<file path="src/rtl/bpcc_pkg.sv">
`timescale 1ns / 1ps
// ----------------------------------------------------------------------------
// bpcc_pkg
// Shared types and constants for the button short / long / chord classifier.
// ----------------------------------------------------------------------------
package bpcc_pkg;

    localparam int BUTTON_COUNT = 4;
    localparam int IDX_W        = (BUTTON_COUNT > 1) ? $clog2(BUTTON_COUNT) : 1;
    localparam int CNT_W        = 3;
    localparam int MASK_W       = 4;
    localparam int TIME_W       = 32;
    localparam int CFG_W        = 16;
    localparam int CFG_IDX_W    = 1;

    localparam logic [CNT_W-1:0] COUNT_MAX      = 3'd7;
    localparam logic [CFG_W-1:0] DEBOUNCE_RESET = 16'd50;
    localparam logic [CFG_W-1:0] LONG_RESET     = 16'd1000;

    // register indexes
    localparam logic [CFG_IDX_W-1:0] CFG_DEBOUNCE = 1'b0;
    localparam logic [CFG_IDX_W-1:0] CFG_LONG     = 1'b1;

    typedef struct packed {
        logic [MASK_W-1:0] pressed_levels;
        logic [TIME_W-1:0] now_ms;
    } in_item_t;

    typedef struct packed {
        logic [MASK_W-1:0] short_mask;
        logic [MASK_W-1:0] long_mask;
        logic              chord_valid;
        logic [MASK_W-1:0] chord_mask;
    } out_item_t;

    // state of the button under service, as seen by the step unit
    typedef struct packed {
        logic             pressed;
        logic             held;
        logic             armed;
        logic [CNT_W-1:0] others;
        logic [CNT_W-1:0] count;
    } step_in_t;

    // decisions of the step unit for that button
    typedef struct packed {
        logic             held_n;
        logic             armed_n;
        logic             load_time;
        logic             long_ev;
        logic             short_ev;
        logic             pend_set;
        logic             pend_clr;
        logic             chord_fire;
        logic [CNT_W-1:0] count_n;
    } step_res_t;

endpackage

</file>
<file path="src/rtl/button_press_chord_classifier.sv">
`timescale 1ns / 1ps
// ----------------------------------------------------------------------------
// button_press_chord_classifier
// Classifies each button scan into short, long and chord press events.
// ----------------------------------------------------------------------------
// One scan transaction gives exactly one result transaction. Buttons are
// served in index order by a single step unit (one 32-bit elapsed-time
// subtract and compare), one button per cycle: a scan is accepted in the
// idle state, stepped through each button in the run state and loaded into
// the output register in the done state once that is free. in_ready is
// high only between scans; the next scan may be taken while the previous
// result still waits in the output register. Configuration writes are
// always accepted and should be issued only while no scan is in flight.
module button_press_chord_classifier (
    input  logic                                clk,
    input  logic                                rst_n,
    input  logic                                in_valid,
    output logic                                in_ready,
    input  bpcc_pkg::in_item_t                  in_data,
    output logic                                out_valid,
    input  logic                                out_ready,
    output bpcc_pkg::out_item_t                 out_data,
    input  logic                                cfg_valid,
    output logic                                cfg_ready,
    input  logic [bpcc_pkg::CFG_IDX_W-1:0]      cfg_index,
    input  logic [bpcc_pkg::CFG_W-1:0]          cfg_data
);
    import bpcc_pkg::*;

    localparam logic [1:0] ST_IDLE = 2'd0;
    localparam logic [1:0] ST_RUN  = 2'd1;
    localparam logic [1:0] ST_DONE = 2'd2;
    localparam logic [IDX_W-1:0] LAST_IDX = IDX_W'(BUTTON_COUNT - 1);

    logic [1:0]              state_reg, state_next;
    logic [IDX_W-1:0]        idx_reg;
    logic [MASK_W-1:0]       levels_reg;
    logic [TIME_W-1:0]       now_reg;
    logic [CFG_W-1:0]        debounce_reg;
    logic [CFG_W-1:0]        long_reg;

    logic [BUTTON_COUNT-1:0] held_reg;
    logic [BUTTON_COUNT-1:0] armed_reg;
    logic [BUTTON_COUNT-1:0] pending_reg, pending_next;
    logic [TIME_W-1:0]       press_time_reg [BUTTON_COUNT];
    logic [CNT_W-1:0]        count_reg;

    logic [MASK_W-1:0]       short_reg, long_acc_reg, chord_acc_reg;
    logic                    chord_v_reg;

    logic                    out_valid_reg;
    out_item_t               out_data_reg;

    logic [BUTTON_COUNT-1:0] cur_bit;
    logic [BUTTON_COUNT-1:0] involved;
    logic [CNT_W-1:0]        others;
    logic [BUTTON_COUNT-1:0] wide_levels;
    step_in_t                st;
    step_res_t               res;
    logic                    in_fire, run, done_fire;

    assign in_ready  = (state_reg == ST_IDLE);
    assign in_fire   = in_valid && in_ready;
    assign run       = (state_reg == ST_RUN);
    assign done_fire = (state_reg == ST_DONE) && (!out_valid_reg || out_ready);
    assign cfg_ready = 1'b1;
    assign out_valid = out_valid_reg;
    assign out_data  = out_data_reg;

    // buttons above the input width read as released
    assign wide_levels = BUTTON_COUNT'(levels_reg);
    assign cur_bit     = BUTTON_COUNT'(1) << idx_reg;
    assign involved    = (held_reg | pending_reg) & ~cur_bit;

    always_comb
    begin
        others = '0;
        for (int j = 0; j < BUTTON_COUNT; j++)
        begin
            others = others + CNT_W'(involved[j]);
        end
    end

    assign st.pressed = wide_levels[idx_reg];
    assign st.held    = held_reg[idx_reg];
    assign st.armed   = armed_reg[idx_reg];
    assign st.others  = others;
    assign st.count   = count_reg;

    bpcc_step u_step (
        .st            (st),
        .press_time    (press_time_reg[idx_reg]),
        .now_ms        (now_reg),
        .debounce_ms   (debounce_reg),
        .long_press_ms (long_reg),
        .res           (res)
    );

    always_comb
    begin
        pending_next = pending_reg;
        priority if (res.chord_fire)
        begin
            pending_next = '0;
        end
        else if (res.pend_set)
        begin
            pending_next = pending_reg | cur_bit;
        end
        else if (res.pend_clr)
        begin
            pending_next = pending_reg & ~cur_bit;
        end
    end

    always_comb
    begin
        state_next = state_reg;
        unique case (state_reg)
            ST_IDLE: if (in_fire) state_next = ST_RUN;
            ST_RUN:  if (idx_reg == LAST_IDX) state_next = ST_DONE;
            ST_DONE: if (done_fire) state_next = ST_IDLE;
            default: state_next = ST_IDLE;
        endcase
    end

    always_ff @(posedge clk or negedge rst_n)
    begin
        if (!rst_n)
        begin
            state_reg    <= ST_IDLE;
            idx_reg      <= '0;
            debounce_reg <= DEBOUNCE_RESET;
            long_reg     <= LONG_RESET;
            held_reg     <= '1;
            armed_reg    <= '0;
            pending_reg  <= '0;
            count_reg    <= '0;
            for (int k = 0; k < BUTTON_COUNT; k++)
            begin
                press_time_reg[k] <= '0;
            end
            out_valid_reg <= 1'b0;
        end
        else
        begin
            state_reg <= state_next;
            if (cfg_valid && cfg_ready)
            begin
                unique case (cfg_index)
                    CFG_DEBOUNCE: debounce_reg <= cfg_data;
                    CFG_LONG:     long_reg     <= cfg_data;
                    default:      ;
                endcase
            end
            if (in_fire)
            begin
                idx_reg <= '0;
            end
            else if (run)
            begin
                idx_reg <= idx_reg + IDX_W'(1);
                held_reg[idx_reg]  <= res.held_n;
                armed_reg[idx_reg] <= res.armed_n;
                pending_reg        <= pending_next;
                count_reg          <= res.count_n;
                if (res.load_time)
                begin
                    press_time_reg[idx_reg] <= now_reg;
                end
            end
            if (done_fire)
            begin
                out_valid_reg <= 1'b1;
            end
            else if (out_ready)
            begin
                out_valid_reg <= 1'b0;
            end
        end
    end

    // scan payload and event accumulators
    always_ff @(posedge clk)
    begin
        if (in_fire)
        begin
            levels_reg    <= in_data.pressed_levels;
            now_reg       <= in_data.now_ms;
            short_reg     <= '0;
            long_acc_reg  <= '0;
            chord_acc_reg <= '0;
            chord_v_reg   <= 1'b0;
        end
        else if (run)
        begin
            if (res.short_ev)
            begin
                short_reg <= short_reg | MASK_W'(cur_bit);
            end
            if (res.long_ev)
            begin
                long_acc_reg <= long_acc_reg | MASK_W'(cur_bit);
            end
            if (res.chord_fire)
            begin
                chord_v_reg   <= 1'b1;
                chord_acc_reg <= chord_acc_reg | MASK_W'(pending_reg | cur_bit);
            end
        end
        if (done_fire)
        begin
            out_data_reg.short_mask  <= short_reg;
            out_data_reg.long_mask   <= long_acc_reg;
            out_data_reg.chord_valid <= chord_v_reg;
            out_data_reg.chord_mask  <= chord_acc_reg;
        end
    end

    // a pending set always has a nonzero count and the count clears with it
    a_pending_count: assert property (@(posedge clk) disable iff (!rst_n)
        (pending_reg != '0) == (count_reg != '0))
        else $error("pending set and pending count disagree");

    a_scan_start: assert property (@(posedge clk) disable iff (!rst_n)
        in_fire |=> (state_reg == ST_RUN) && (idx_reg == '0))
        else $error("scan did not start at the first button");

    a_result_source: assert property (@(posedge clk) disable iff (!rst_n)
        $rose(out_valid_reg) |-> $past(state_reg) == ST_DONE)
        else $error("result raised outside the done step");

    // a button is served once per scan, so it cannot be both short and long
    a_short_long: assert property (@(posedge clk) disable iff (!rst_n)
        out_valid_reg |-> (out_data_reg.short_mask & out_data_reg.long_mask) == '0)
        else $error("button reported short and long in one scan");

endmodule

</file>
<file path="src/rtl/bpcc_step.sv">
`timescale 1ns / 1ps
// ----------------------------------------------------------------------------
// bpcc_step
// Shared per-button unit: elapsed time subtract and compare, then the
// press / release decision for the one button in service this cycle.
// ----------------------------------------------------------------------------
module bpcc_step (
    input  bpcc_pkg::step_in_t                 st,
    input  logic [bpcc_pkg::TIME_W-1:0]        press_time,
    input  logic [bpcc_pkg::TIME_W-1:0]        now_ms,
    input  logic [bpcc_pkg::CFG_W-1:0]         debounce_ms,
    input  logic [bpcc_pkg::CFG_W-1:0]         long_press_ms,
    output bpcc_pkg::step_res_t                res
);
    import bpcc_pkg::*;

    logic [TIME_W-1:0] elapsed;
    logic [CFG_W-1:0]  limit;
    logic              over;
    logic [CNT_W-1:0]  cnt_inc;
    logic [CNT_W:0]    others_p1;

    // wraps modulo 2^32 like the timestamp
    assign elapsed   = now_ms - press_time;
    assign limit     = st.pressed ? long_press_ms : debounce_ms;
    assign over      = elapsed > {{(TIME_W-CFG_W){1'b0}}, limit};
    assign cnt_inc   = (st.count < COUNT_MAX) ? st.count + CNT_W'(1) : st.count;
    assign others_p1 = {1'b0, st.others} + (CNT_W+1)'(1);

    always_comb
    begin
        res           = '0;
        res.held_n    = st.held;
        res.armed_n   = st.armed;
        res.count_n   = st.count;
        if (st.pressed)
        begin
            if (!st.held)
            begin
                res.held_n    = 1'b1;
                res.armed_n   = 1'b1;
                res.load_time = 1'b1;
            end
            else if (st.armed && over)
            begin
                res.long_ev = 1'b1;
                res.armed_n = 1'b0;
            end
        end
        else if (st.held)
        begin
            res.held_n  = 1'b0;
            res.armed_n = 1'b0;
            if (st.armed && over)
            begin
                if (st.others == '0)
                begin
                    res.short_ev = 1'b1;
                    res.pend_clr = 1'b1;
                    res.count_n  = '0;
                end
                else
                begin
                    res.pend_set = 1'b1;
                    if ({1'b0, cnt_inc} == others_p1)
                    begin
                        res.chord_fire = 1'b1;
                        res.count_n    = '0;
                    end
                    else
                    begin
                        res.count_n = cnt_inc;
                    end
                end
            end
        end
    end

endmodule

</file>
<file path="config.mk">
export PLATFORM = sky130hd
export DESIGN_NAME = button_press_chord_classifier
export DESIGN_NICKNAME = d
export VERILOG_FILES = /design/src/rtl/bpcc_pkg.sv /design/src/rtl/button_press_chord_classifier.sv /design/src/rtl/bpcc_step.sv
export SDC_FILE = /design/constraint.sdc
export NUM_CORES = 1
export LEC_CHECK = 0
export BUFFER_PORTS_ARGS = -buffer_cell sky130_fd_sc_hd__buf_2
export CAP_MARGIN = 25
export CORE_MARGIN = 8
export CORE_UTILIZATION = 38
export DETAILED_ROUTE_END_ITERATION = 12
export PLACE_DENSITY = 0.63
export SYNTH_ARGS = -nofsm -noshare
export SYNTH_HDL_FRONTEND = slang
export SYNTH_SLANG_ARGS = --single-unit
</file>
<file path="constraint.sdc">
create_clock -name clk -period 11.9 [get_ports clk]
set_input_delay 1.785 -clock clk [delete_from_list [all_inputs] [get_ports clk]]
set_output_delay 1.785 -clock clk [all_outputs]
set_load 0.1 [all_outputs]
</file>
== Word-level counts from Yosys, hierarchy flattened ==
Cells that the tools add are included.

* Bits in registers: 242
* Latch bits: 0
* RAM bits: 0
* Memory bits (read-only): 0
* Input bits: 58
* Output and inout bits: 16
* Memories kept: 0

* Add/subtract/negate cells: 7
* Multipliers: 0
* Divide/modulo/power cells: 0
* Magnitude comparators: 6
* Equal/unequal tests: 7
* Shift operators: 1
* Muxes and demuxes: 46
* Bitwise operators: 12
* Reduce and logical (&&, ||, !) cells: 22

{| class="wikitable"
|+ Operators by type and width
! kind !! count
|-
| 128-bit bitwise mux || 1
|-
| 32-bit two-way mux || 3
|-
| 32-bit binary-select mux with 2-bit select || 1
|-
| 32-bit demux with 2-bit select || 1
|-
| 32-bit by 16-bit greater-than comparator with 1-bit output || 1
|-
| 32-bit subtractor || 1
|-
| 7-bit two-way mux || 3
|-
| 4-bit bitwise OR || 5
|-
| 1-bit two-way mux || 16
|-
| 16-bit two-way mux || 1
|-
| 2-bit two-way mux || 7
|-
| 4-bit two-way mux || 3
|-
| 2-bit AND reduction || 6
|-
| 3-bit two-way mux || 3
|-
| 3-bit AND reduction || 3
|-
| 4-bit AND || 2
|-
| 4-bit bitwise mux || 2
|-
| 1-bit binary-select mux with 2-bit select || 3
|-
| 2-bit case mux with 3 select lines || 1
|-
| 1-bit logical AND || 5
|-
| 5-bit AND reduction || 1
|-
| 3-bit by 1-bit adder with 4-bit output, second input constant || 1
|-
| 2-bit equality test, second input constant || 2
|-
| 3-bit by 4-bit equality test with 1-bit output || 1
|-
| 24 further kinds || 28
|}

== Longest topological paths before layout ==
* Depth in word-level cells: 16
* Mapped depth: 23

== Modules after synthesis ==
From an unflattened synthesis, not the netlist that was laid out.

* Cells, all modules: 993
* Area, all modules: 12568.3 µm²

{| class="wikitable"
|+ Modules (own cells, without submodules)
! module !! instances !! cells each !! area each (µm²)
|-
| button_press_chord_classifier || 1 || 581 || 9670.5
|-
| bpcc_step || 1 || 412 || 2897.8
|}

== Worst setup path before layout ==
OpenSTA, ideal clock, no wires.

* Path type: reg-to-reg
* Start: register idx_reg[0]
* End: register count_reg[1]
* Setup time: 0.131 ns
* Arrival: 5.547 ns
* Required time: 11.769 ns
* Path slack: 6.222 ns
* Stages on the path, launching flop included: 24
* Buffers on the path: 4
* Clock period less this slack: 5.678 ns
* Path through: dfrtp_1 buf_1 buf_1 mux4_2 ha_1 fa_1 nor2b_1 o2111ai_2 a21oi_1 o21ai_0 nand2b_1 xor2_1 ha_1 nand4_1 nor2_1 a221o_1 o31ai_1 and3_1 nand4b_1 or4_1 buf_2 nor2_2 buf_4 o211ai_2

* Longest elaborated chain between the ends: 10
* Elaborated cells between the ends (all ways): 27
* Classes of those cells: add/sub (5); order compare (1); eq/ne (1); shift (1); mux (12); bitwise (4); reduce/logical (3)

{| class="wikitable"
|+ RTL lines
! what !! RTL line !! source
|-
| start: declaration || button_press_chord_classifier.sv:36 || <nowiki>logic [IDX_W-1:0] idx_reg;</nowiki>
|-
| start signal: assignment || button_press_chord_classifier.sv:162 || <nowiki>idx_reg <= idx_reg + IDX_W'(1);</nowiki>
|-
| branches (longest 10 deep; another with 32-bit subtractor) || - ||
|-
| end signal: assignment || button_press_chord_classifier.sv:166 || <nowiki>count_reg <= res.count_n;</nowiki>
|-
| end: declaration || button_press_chord_classifier.sv:46 || <nowiki>logic [CNT_W-1:0] count_reg;</nowiki>
|}

Parallel ways; which one is timed is not known. The select of a mux whose other input is x is not followed.
A chain may end at the register's enable or synchronous reset.

== Worst setup path after layout ==
* Start: register idx_reg[0]
* End: register count_reg[0]

Same word-level chain as after synthesis.

==> impl_results.md <==
* Row cnt at 67
* Endpoints failing hold at 0
* Post-Synth XOR/XNOR Area at 1.45%
* Mapped Nets at ~1.2k
* Flops & latches, synth at 242
* Hold Path Stages at 0
* Setup TNS at 0 ns
* Fin crit period at ~6.3 ns
* GRT overflow at 0
* Core Region at approximately 33000 µm²
* Mux share of post-synthesis cell area at between 20% and 30%
* Slowest CP cell: dfrtp_2
* Pin count of the biggest net entering global routing at 106
* CTS Sinks at 242
* Vias in the first global route at 8850
* Cts bufs inserted at 28
* Multi-input gate area at between 6000 and 7000 µm²
* Final GP Congestion at 0.921
* Clk root buf: clkbuf_16
* Most common flop cell mapped by yosys: dfrtp_1
* Initial core utilization at a little under two fifths
* Global-route wire length before repair at 47100 µm
* Yosys warning total at 0
* Initial DRC count at roughly 450
* CP Data Required Time at 12.33 ns
* Slew headroom at 39.9%
* Die area at 39500 µm²
* Main combinational cell family by area after synthesis: multiplexers
* TritonCTS clock tree: built
* Die H at 199 µm
* DP HPWL at ~20000 µm
* Area leader, netlist: dfrtp_1
* Buffer depth of the longest clock path at 3
* Post-CTS setup buffers at 0
* Final wirelength at 28900 µm
* CP startpoint kind: flip-flop
* Total track usage at 14.7%
* Max_cap viols at 0
* Antenna cells at 0
* Worst Setup End Kind: flip-flop
* Met2 wire length at 14100 µm
* Clk slew on worst S/H paths at 0.06 ns
* Number of stages on the worst setup path at 21
* CP arrival at 6.68 ns
* DRC Markers at 0
* Synth top cells by count: dfrtp_1 (167), mux2_2 (161), nand2_1 (64), ha_1 (57), inv_1 (54)
* Fill cell count at 3166
* Nets at 1223
* Syn Area/Cell at 12.3 µm²
* Run status: completed
* P&R area growth vs syn at 14.1%
* Register area at 6250 µm²
* # setup viols final at 0
* Synth Area in Adders at slightly above 6%
* CP Max Fanout at 24
* Maximum clock rate at 0.160 GHz
* Synth Area in Simple Gates at slightly below 8%
* Final clock period utilization by the worst path at a little over half
* Worst-Skew Late Latency at between 0.5 and 0.6 ns
* Post_cts resized at 0
* Vias per cell at 5.39
* Worst path max stage delay at 0.77 ns
* Top Family by Delay on Critical Path: simple AND/OR/NAND/NOR gates
* Cell Chain, Critical Path: buf_4, mux4_2, inv_1, ha_1, nor2b_1, o2111ai_2, a21oi_1, o21ai_0, nand2b_1, xor2_1, ha_1, nand4_1, nor2_1, a221o_1, o31ai_1, nand4_1, nor4_1, nand4_1, nor4_2, nor4_2, mux2_1
* R2R cell count at 21
* Max FFs per register at ~130
* Asr flop ratio synth at 74.4%
* Met3 routed WL at between 1000 and 1500 µm
* WL met1 at 12700 µm
* WP buf/inv at 2
* DIE WIDTH at 199 µm
* Top Metal Used: met4
* Synth top area share at 32.9%
* Initial antenna violation count at 0
* Hold/Removal Path Class: flip-flop to flip-flop
* Cells after Synth at 1035
* Number of synthesized flops with an enable pin at 49
* RSZ-0062 raised after global routing: false
* Top-count cell post-synth: dfrtp_1
* Htree depth at 1
* Share of cells above drive strength 1 at between 30% and 40%
* Least-Margin Pin Slew at 0.902 ns
* Synth Area in Compound Gates at 10.1%
* Distinct cells, synth at around 70
* Crit-path most repeated cell: nand4_1
* Dominant cells by area after synthesis: dfrtp_1 (33%), mux2_2 (14%), edfxtp_1 (12%)
* ANT nets after route at 0
* Post-CTS Hold Buffers at 0
* Number of vias in the routed layout at 8495
* Wire per inst at 18.4 µm
* Final Skew at 0.0138 ns
* DRT Pass-1 Iters at 5
* Critical path class: flip-flop to flip-flop
* I/O Buffers at 72
* Io pins at 74
* Max-slew violations at 0
* Register area share after synthesis at slightly below 50%
* Cell area after synthesis at 12700 µm²
cell families after synthesis:
kind of cell    Yosys count
other cells               1
flops                   242
compound gates          189
buf+inv                  99
simple gates            207
mux                     216
xor+xnor                 21
fa+ha+maj                60
path summary, 6_finish.rpt:
check | to | start | slack [ns]
min | out_data[11] | short_reg[2] | 0.43
min reg2reg | out_data[11] | short_reg[2] | 0.43
min in group asynchronous | press_time_reg[47] | rst_n | 1.11
max in group asynchronous | held_reg[3] | rst_n | 9.90
max reg2reg | count_reg[0] | idx_reg[0] | 5.65
max | count_reg[0] | idx_reg[0] | 5.65
metrics by stage:
stage          cell area (µm²)  utilization (%)  worst slack (ns)  instances  hold slack [ns]
2_1_floorplan            12700                -              6.22       1035            0.408
6_report                 14500             43.6              5.65       1575            0.431
3_5_place_dp             13500             40.7              5.63       1520            0.418
3_3_place_gp             13500             40.7              5.76       1520            0.417
5_1_grt                  14500             43.6              5.15       1575            0.447
4_1_cts                  14400             43.4              5.60       1572            0.432
layout make-up:
class / count / area share, %
Clock inverter: 18 / 1.21
Timing Repair Buffer: 85 / 3.48
Clock buffer: 34 / 5.06
Multi-Input combinational cell: 694 / 41.8
Tap cell: 448 / 3.87
Inverter: 54 / 1.40
Sequential cell: 242 / 43.2
cell usage in the layout, fill, tap and decap left out, types with 9 or more instances in the layout:
master,netlist,routed
nor3_1,11,11
mux2i_1,19,19
dfrtp_1,167,166
buf_4,2,11
a31oi_1,12,12
a21o_1,13,13
o21ai_0,30,30
mux2_2,161,161
mux4_2,35,35
o211ai_1,11,11
nor2_1,47,43
dfstp_2,13,13
nand2b_1,9,9
buf_2,6,71
nand3_1,25,25
nand4_1,12,12
dfxtp_1,13,13
xnor2_1,14,14
a21oi_1,48,48
ha_1,57,57
nand2_1,64,64
clkbuf_16,0,28
inv_1,54,54
edfxtp_1,49,49
metal layers:
metal | global-route usage (%) | vias to the layer above
li1 | - | 3968
met2 | 25.4 | 187
met4 | 4.78 | 0
met3 | 2.03 | 56
met1 | 18.9 | 4284
met5 | 0 | -
Power is left out: the tool's default activity adds up to more than one toggle a clock period on the data nets, which glitch-free logic cannot reach.
